--- src/rtl/asm_cs_pkg.sv ---
// ----------------------------------------------------------------------------
// asm comment stripper package
// character codes, queue depth and the request passed from front to back
// ----------------------------------------------------------------------------
package asm_cs_pkg;

    localparam logic [7:0] CHAR_NL     = 8'h0A;
    localparam logic [7:0] CHAR_STAR   = 8'h2A;
    localparam logic [7:0] CHAR_SLASH  = 8'h2F;
    localparam logic [7:0] CHAR_HASH   = 8'h23;
    localparam logic [7:0] CHAR_SEMI   = 8'h3B;
    localparam logic [7:0] CHAR_DQUOTE = 8'h22;
    localparam logic [7:0] CHAR_SQUOTE = 8'h27;
    localparam logic [7:0] CHAR_BSLASH = 8'h5C;

    localparam int QUEUE_DEPTH = 2;

    // up to three result bytes made by one source byte
    typedef struct packed {
        logic [2:0][7:0] data;
        logic [1:0]      last_idx;
        logic            has_end;
    } req_t;

endpackage

--- src/rtl/asm_comment_stripper.sv ---
// ----------------------------------------------------------------------------
// asm comment stripper
// removes block and line comments from assembler source, one byte per request
// ----------------------------------------------------------------------------
// A source byte is taken in every cycle while the request queue has room.
// Each byte gives zero to three result bytes; the output port sends one
// result per cycle while m_ready is high, so bytes with one result or none
// stream at one per clock and a byte with more holds the output until all
// are sent. The queue between classifier and output sequencer (QUEUE_DEPTH
// entries) absorbs the bursts; results pass it, then the output register.
// end_of_input flushes a held slash, adds an end marker (zero byte with
// m_is_end_marker set) and returns the comment and string state to reset.
module asm_comment_stripper #(
    parameter int QUEUE_DEPTH = asm_cs_pkg::QUEUE_DEPTH
) (
    input  logic       aclk,
    input  logic       aresetn,
    input  logic       s_valid,
    output logic       s_ready,
    input  logic [7:0] s_in_byte,
    input  logic       s_end_of_input,
    output logic       m_valid,
    input  logic       m_ready,
    output logic [7:0] m_out_byte,
    output logic       m_is_end_marker,
    output logic       m_last_of_run
);

    logic             fr_valid;
    logic             fr_ready;
    asm_cs_pkg::req_t fr_req;
    logic             bk_valid;
    logic             bk_pop;
    asm_cs_pkg::req_t bk_req;

    asm_cs_front u_front (
        .aclk           (aclk),
        .aresetn        (aresetn),
        .s_valid        (s_valid),
        .s_ready        (s_ready),
        .s_in_byte      (s_in_byte),
        .s_end_of_input (s_end_of_input),
        .req_valid      (fr_valid),
        .req_ready      (fr_ready),
        .req            (fr_req)
    );

    asm_cs_queue #(
        .DEPTH (QUEUE_DEPTH)
    ) u_queue (
        .aclk     (aclk),
        .aresetn  (aresetn),
        .wr_valid (fr_valid),
        .wr_ready (fr_ready),
        .wr_req   (fr_req),
        .rd_valid (bk_valid),
        .rd_pop   (bk_pop),
        .rd_req   (bk_req)
    );

    asm_cs_back u_back (
        .aclk            (aclk),
        .aresetn         (aresetn),
        .req_valid       (bk_valid),
        .req_pop         (bk_pop),
        .req             (bk_req),
        .m_valid         (m_valid),
        .m_ready         (m_ready),
        .m_out_byte      (m_out_byte),
        .m_is_end_marker (m_is_end_marker),
        .m_last_of_run   (m_last_of_run)
    );

endmodule

--- src/rtl/asm_cs_front.sv ---
// ----------------------------------------------------------------------------
// asm comment stripper front end
// classifies each source byte, tracks comment and string state, builds a request
// ----------------------------------------------------------------------------
module asm_cs_front (
    input  logic             aclk,
    input  logic             aresetn,
    input  logic             s_valid,
    output logic             s_ready,
    input  logic [7:0]       s_in_byte,
    input  logic             s_end_of_input,
    output logic             req_valid,
    input  logic             req_ready,
    output asm_cs_pkg::req_t req
);

    logic block_comment_reg,   block_comment_next;
    logic star_seen_reg,       star_seen_next;
    logic slash_held_reg,      slash_held_next;
    logic in_quote_reg,        in_quote_next;
    logic quote_single_reg,    quote_single_next;
    logic escape_pending_reg,  escape_pending_next;
    logic skip_line_reg,       skip_line_next;

    logic            accept;
    logic [1:0]      n;
    logic [2:0][7:0] data;
    logic            has_end;
    logic            do_plain;
    logic [7:0]      c;
    logic [7:0]      quote_char;

    assign c       = s_in_byte;
    assign s_ready = req_ready;
    assign accept  = s_valid && s_ready;

    always_comb begin
        block_comment_next  = block_comment_reg;
        star_seen_next      = star_seen_reg;
        slash_held_next     = slash_held_reg;
        in_quote_next       = in_quote_reg;
        quote_single_next   = quote_single_reg;
        escape_pending_next = escape_pending_reg;
        skip_line_next      = skip_line_reg;
        n          = 2'd0;
        data       = '0;
        has_end    = 1'b0;
        do_plain   = 1'b0;
        quote_char = quote_single_reg ? asm_cs_pkg::CHAR_SQUOTE : asm_cs_pkg::CHAR_DQUOTE;

        if (c == asm_cs_pkg::CHAR_NL) begin
            if (slash_held_reg) begin
                data[n] = asm_cs_pkg::CHAR_SLASH;
                n = n + 2'd1;
                slash_held_next = 1'b0;
            end
            data[n] = asm_cs_pkg::CHAR_NL;
            n = n + 2'd1;
            in_quote_next       = 1'b0;
            quote_single_next   = 1'b0;
            escape_pending_next = 1'b0;
            skip_line_next      = 1'b0;
            star_seen_next      = 1'b0;
        end else if (block_comment_reg) begin
            if (star_seen_reg && c == asm_cs_pkg::CHAR_SLASH) begin
                block_comment_next = 1'b0;
                star_seen_next     = 1'b0;
            end else begin
                star_seen_next = (c == asm_cs_pkg::CHAR_STAR);
            end
        end else if (skip_line_reg) begin
            skip_line_next = 1'b1;
        end else if (in_quote_reg) begin
            data[n] = c;
            n = n + 2'd1;
            if (escape_pending_reg) begin
                escape_pending_next = 1'b0;
            end else if (c == asm_cs_pkg::CHAR_BSLASH) begin
                escape_pending_next = 1'b1;
            end else if (c == quote_char) begin
                in_quote_next     = 1'b0;
                quote_single_next = 1'b0;
            end
        end else if (slash_held_reg) begin
            slash_held_next = 1'b0;
            if (c == asm_cs_pkg::CHAR_STAR) begin
                block_comment_next = 1'b1;
                star_seen_next     = 1'b0;
            end else if (c == asm_cs_pkg::CHAR_SLASH) begin
                skip_line_next = 1'b1;
            end else begin
                data[n] = asm_cs_pkg::CHAR_SLASH;
                n = n + 2'd1;
                do_plain = 1'b1;
            end
        end else begin
            do_plain = 1'b1;
        end

        if (do_plain) begin
            if (c == asm_cs_pkg::CHAR_DQUOTE || c == asm_cs_pkg::CHAR_SQUOTE) begin
                in_quote_next       = 1'b1;
                quote_single_next   = (c == asm_cs_pkg::CHAR_SQUOTE);
                escape_pending_next = 1'b0;
                data[n] = c;
                n = n + 2'd1;
            end else if (c == asm_cs_pkg::CHAR_SLASH) begin
                slash_held_next = 1'b1;
            end else if (c == asm_cs_pkg::CHAR_HASH || c == asm_cs_pkg::CHAR_SEMI) begin
                skip_line_next = 1'b1;
            end else begin
                data[n] = c;
                n = n + 2'd1;
            end
        end

        if (s_end_of_input) begin
            if (slash_held_next) begin
                data[n] = asm_cs_pkg::CHAR_SLASH;
                n = n + 2'd1;
            end
            // end marker: zero byte in the last slot
            n = n + 2'd1;
            has_end = 1'b1;
            block_comment_next  = 1'b0;
            star_seen_next      = 1'b0;
            slash_held_next     = 1'b0;
            in_quote_next       = 1'b0;
            quote_single_next   = 1'b0;
            escape_pending_next = 1'b0;
            skip_line_next      = 1'b0;
        end
    end

    assign req_valid    = s_valid && (n != 2'd0);
    assign req.data     = data;
    assign req.last_idx = n - 2'd1;
    assign req.has_end  = has_end;

    always_ff @(posedge aclk) begin
        if (!aresetn) begin
            block_comment_reg  <= 1'b0;
            star_seen_reg      <= 1'b0;
            slash_held_reg     <= 1'b0;
            in_quote_reg       <= 1'b0;
            quote_single_reg   <= 1'b0;
            escape_pending_reg <= 1'b0;
            skip_line_reg      <= 1'b0;
        end else if (accept) begin
            block_comment_reg  <= block_comment_next;
            star_seen_reg      <= star_seen_next;
            slash_held_reg     <= slash_held_next;
            in_quote_reg       <= in_quote_next;
            quote_single_reg   <= quote_single_next;
            escape_pending_reg <= escape_pending_next;
            skip_line_reg      <= skip_line_next;
        end
    end

endmodule

--- src/rtl/asm_cs_queue.sv ---
// ----------------------------------------------------------------------------
// asm comment stripper request queue
// small register queue decoupling the front end from the output sequencer
// ----------------------------------------------------------------------------
module asm_cs_queue #(
    parameter int DEPTH = asm_cs_pkg::QUEUE_DEPTH
) (
    input  logic             aclk,
    input  logic             aresetn,
    input  logic             wr_valid,
    output logic             wr_ready,
    input  asm_cs_pkg::req_t wr_req,
    output logic             rd_valid,
    input  logic             rd_pop,
    output asm_cs_pkg::req_t rd_req
);

    localparam int PTR_W = $clog2(DEPTH);
    localparam int CNT_W = $clog2(DEPTH + 1);

    asm_cs_pkg::req_t entry_reg [DEPTH];
    logic [PTR_W-1:0] wr_ptr_reg, wr_ptr_next;
    logic [PTR_W-1:0] rd_ptr_reg, rd_ptr_next;
    logic [CNT_W-1:0] count_reg,  count_next;
    logic             do_wr;
    logic             do_rd;

    assign wr_ready = (count_reg != CNT_W'(DEPTH));
    assign rd_valid = (count_reg != '0);
    assign rd_req   = entry_reg[rd_ptr_reg];
    assign do_wr    = wr_valid && wr_ready;
    assign do_rd    = rd_pop && rd_valid;

    always_comb begin
        wr_ptr_next = wr_ptr_reg;
        rd_ptr_next = rd_ptr_reg;
        count_next  = count_reg;
        if (do_wr) begin
            wr_ptr_next = (wr_ptr_reg == PTR_W'(DEPTH - 1)) ? '0 : wr_ptr_reg + 1'b1;
        end
        if (do_rd) begin
            rd_ptr_next = (rd_ptr_reg == PTR_W'(DEPTH - 1)) ? '0 : rd_ptr_reg + 1'b1;
        end
        if (do_wr && !do_rd) begin
            count_next = count_reg + 1'b1;
        end else if (do_rd && !do_wr) begin
            count_next = count_reg - 1'b1;
        end
    end

    always_ff @(posedge aclk) begin
        if (do_wr) begin
            entry_reg[wr_ptr_reg] <= wr_req;
        end
    end

    always_ff @(posedge aclk) begin
        if (!aresetn) begin
            wr_ptr_reg <= '0;
            rd_ptr_reg <= '0;
            count_reg  <= '0;
        end else begin
            wr_ptr_reg <= wr_ptr_next;
            rd_ptr_reg <= rd_ptr_next;
            count_reg  <= count_next;
        end
    end

endmodule

--- src/rtl/asm_cs_back.sv ---
// ----------------------------------------------------------------------------
// asm comment stripper output sequencer
// walks the slots of the head request and drives one result per cycle while m_ready is high
// ----------------------------------------------------------------------------
module asm_cs_back (
    input  logic             aclk,
    input  logic             aresetn,
    input  logic             req_valid,
    output logic             req_pop,
    input  asm_cs_pkg::req_t req,
    output logic             m_valid,
    input  logic             m_ready,
    output logic [7:0]       m_out_byte,
    output logic             m_is_end_marker,
    output logic             m_last_of_run
);

    logic [1:0] idx_reg, idx_next;
    logic       valid_reg;
    logic [7:0] byte_reg;
    logic       end_reg;
    logic       last_reg;
    logic       load;
    logic       at_last;

    assign load    = req_valid && (!valid_reg || m_ready);
    assign at_last = (idx_reg == req.last_idx);
    assign req_pop = load && at_last;
    assign idx_next = at_last ? 2'd0 : idx_reg + 2'd1;

    always_ff @(posedge aclk) begin
        if (!aresetn) begin
            valid_reg <= 1'b0;
            idx_reg   <= 2'd0;
        end else if (load) begin
            valid_reg <= 1'b1;
            idx_reg   <= idx_next;
        end else if (m_ready) begin
            valid_reg <= 1'b0;
        end
    end

    always_ff @(posedge aclk) begin
        if (load) begin
            byte_reg <= req.data[idx_reg];
            end_reg  <= at_last && req.has_end;
            last_reg <= at_last;
        end
    end

    assign m_valid         = valid_reg;
    assign m_out_byte      = byte_reg;
    assign m_is_end_marker = end_reg;
    assign m_last_of_run   = last_reg;

endmodule

--- config.mk ---
export PLATFORM = sky130hd
export DESIGN_NAME = asm_comment_stripper
export DESIGN_NICKNAME = d
export VERILOG_FILES = /design/src/rtl/asm_cs_pkg.sv /design/src/rtl/asm_comment_stripper.sv /design/src/rtl/asm_cs_front.sv /design/src/rtl/asm_cs_queue.sv /design/src/rtl/asm_cs_back.sv
export SDC_FILE = /design/constraint.sdc
export NUM_CORES = 1
export LEC_CHECK = 0
export BUFFER_PORTS_ARGS = -buffer_cell sky130_fd_sc_hd__buf_2
export CAP_MARGIN = 20
export CORE_ASPECT_RATIO = 1.25
export CORE_MARGIN = 4
export CORE_UTILIZATION = 60
export CTS_CLUSTER_DIAMETER = 120
export DETAILED_ROUTE_END_ITERATION = 8
export GPL_ROUTABILITY_DRIVEN = 0
export PLACE_DENSITY = 0.88
export SLEW_MARGIN = 5
export SYNTH_ARGS = -nofsm -noshare
export SYNTH_HDL_FRONTEND = slang
export SYNTH_SLANG_ARGS = --single-unit
--- constraint.sdc ---
create_clock -name aclk -period 6.15 [get_ports aclk]
set_input_delay 0.3075 -clock aclk [delete_from_list [all_inputs] [get_ports aclk]]
set_output_delay 0.3075 -clock aclk [all_outputs]
set_load 0.005 [all_outputs]
==> results.cfg <==
[status]
status = finished, final reports clean

[timing]
setup_tns_ps = 0
rsz0062_at_grt = no
timing_hold_violations_final = 0
skew_ps = 6.13
finalSetupViolations = 0
finalCriticalPeriod_ps = 3360
tightest_slew_ps = 791
drv_slew = 0
finalCritPeriodShare_pct = 54.6
max_freq_ghz = 0.298
slew_headroom_pct = 46.8

[global_route]
grt_max_degree = 27
grt.total_usage_pct = 20.4
antenna_found_initial = 0
grt_pass1_vias = 2364
grt-ovfl-total = 0
grt_pass1_wl_um = 11500

[power_and_ir_drop]
peakVddDrop_v = 0.000205
power.leakage_nw = 1.45
powerDensity_nw_per_um2 = 360

[synth]
yosys-top-cells-area = edfxtp_1 52%, dfxtp_1 8.2%, mux4_2 4.9%, mux2i_1 3.3%, and2_1 2.0%
ys_seq_area_share_pct = 60.6
synth_top_area_share_pct = 52.4
yosysMostFrequentCell = edfxtp_1
ys_types = 57
synth_top_cell_by_area = edfxtp_1
synth-edff-count = 64
syn_avg_cell_area_um2 = 13.0
ys_ff_latch = 79
synthesis.area_um2 = 3670
async_flop_share_pct = 0
netlist_top_cells_count = 64 x edfxtp_1, 15 x dfxtp_1, 15 x inv_1, 14 x nor2_1
synth_ff_type = edfxtp_1
synthCells = 282
yosys_warnings = 0

[clock_tree]
cts_buffer_depth = 2
cts_tree = built
path_clk_slew_ps = 80
cts_made_buffers = 9
cts.sinks = 79
root_buffer = clkbuf_8
h-tree-depth = 3
ctsHoldBuffers = 0
clk_latency_ps = 340
cts_setup_buffers = 0
ctsResizeCount = 0

[finish]
area_growth_syn_to_layout_pct = 11.8
largest_register_ffs = 54
fin_nets = 336
drive_gt1_share_pct = 17.8
fillerInstances = 397
layoutNonFillerInstCount = 408
num_antenna_cells = 0

[detailed_routing]
ant_nets = 0
wirelength_um = 6750
vias = 2440
wl_per_cell_um = 16.5
drt_iter0_markers = 218
viasPerCell = 5.98
drc = 0
drtPass1Iterations = 5

[worst_setup_path]
crit_path_end_kind = register
setup.worst_path.start = u_front.block_comment_reg
cp-start-kind = register
crit_fanout = 15
worstPathArrival_ps = 3410
reg2reg_from = u_front.block_comment_reg
critical_path_class = reg -> reg
crit_required_ps = 6200

[die]
die_h_um = 95.4
die_w_um = 77.9
core_area_um2 = 5860
ios = 25
start_util_pct = 62.6
num_rows = 31
die-area_um2 = 7430

[hold_path]
min-delay-path-class = in -> reg
hp-start = aresetn

[placement]
dp_cells = 392
dp_hpwl_um = 4740
portBuffers = 24

[flow_run]
drv_cap = 0
[logic make-up after synthesis]
| logic type | after synthesis | synth area share (%) |
|---|---|---|
| compound gates | 62 | 12.0 |
| buf+inv | 29 | 3.38 |
| flops | 79 | 60.6 |
| mux | 20 | 8.19 |
| simple gates | 80 | 12.9 |
| xor+xnor | 9 | 2.15 |
| fa+ha+maj | 2 | 0.682 |
| other cells | 1 | 0.102 |
[power by group]
group	leakage, nW	switching (W)	internal (W)
Combinational	0.635	0.000194	0.000170
Sequential	0.721	0.0000460	0.000707
Clock	0.0941	0.000178	0.000184
[cell type report]
cell class                      instances  area, um2  area share, %
Clock buffer                            9        124           3.02
Clock inverter                          7       63.8           1.56
Inverter                               15       56.3           1.37
Multi-Input combinational cell        189       1380           33.7
Sequential cell                        79       2220           54.2
Tap cell                               82        103           2.50
Timing Repair Buffer                   27        150           3.66
[layout by cell type, fill, tap and decap left out, types with 3 or more instances in the layout]
master and instances:
clkbuf_8 9, nor2b_1 7, nand2b_1 4, a31oi_1 4, a21o_1 3, buf_2 24
nor4_1 4, nor2_1 14, mux2i_1 12, and2_1 12, inv_1 15, nand2_1 8
o211ai_1 5, a32oi_1 3, mux4_2 8, xnor2_1 6, nand4_1 4, o21ai_0 11
dfxtp_1 15, xor2_1 3, nand3_1 6, a21boi_0 5, nor3_1 4, o22ai_1 9
or3_1 3, edfxtp_1 64, a21oi_1 4, conb_1 16
[per-stage QoR]
stage	total power (W)	instance area [um2]	hold slack [ps]	worst slack (ps)	utilization, %
finish	0.00148	4100	317	2790	70.0
detailed placement	0.00113	3910	477	2620	66.8
floorplan	0.00102	3720	406	1740	-
global placement	0.00112	3900	471	2430	66.6
CTS	0.00149	4100	301	2790	70.0
global route	0.00157	4100	308	2590	70.0
[worst max-delay path, stage by stage, from the launching register on]
cell     delay [ps]
dfxtp_1         400
nor3_1          680
o211a_1         410
xnor2_1         240
xnor2_1         170
ha_1            230
nor2_1          170
and2_1          530
buf_8           240
[path summary, 6_finish.rpt]
| check | depth (start not counted) | slack (ps) | endpoint |
|---|---|---|---|
| min | 2 | 320 | u_back.idx_reg[0] |
| max reg2reg | 8 | 2790 | u_queue.entry_reg[1][10] |
| max | 8 | 2790 | u_queue.entry_reg[1][10] |
| min reg2reg | 2 | 490 | u_front.star_seen_reg |
[per-layer routing]
layer | GRT usage (%) | share of wire, % | vias up
li1 | - | - | 1158
met4 | 10.1 | 3.0 | 0
met3 | 4.91 | 5.6 | 19
met2 | 35.4 | 52 | 109
met1 | 23.9 | 39 | 1154
met5 | 0 | 0 | -
No activity file was read; power rests on OpenSTA's default activity.
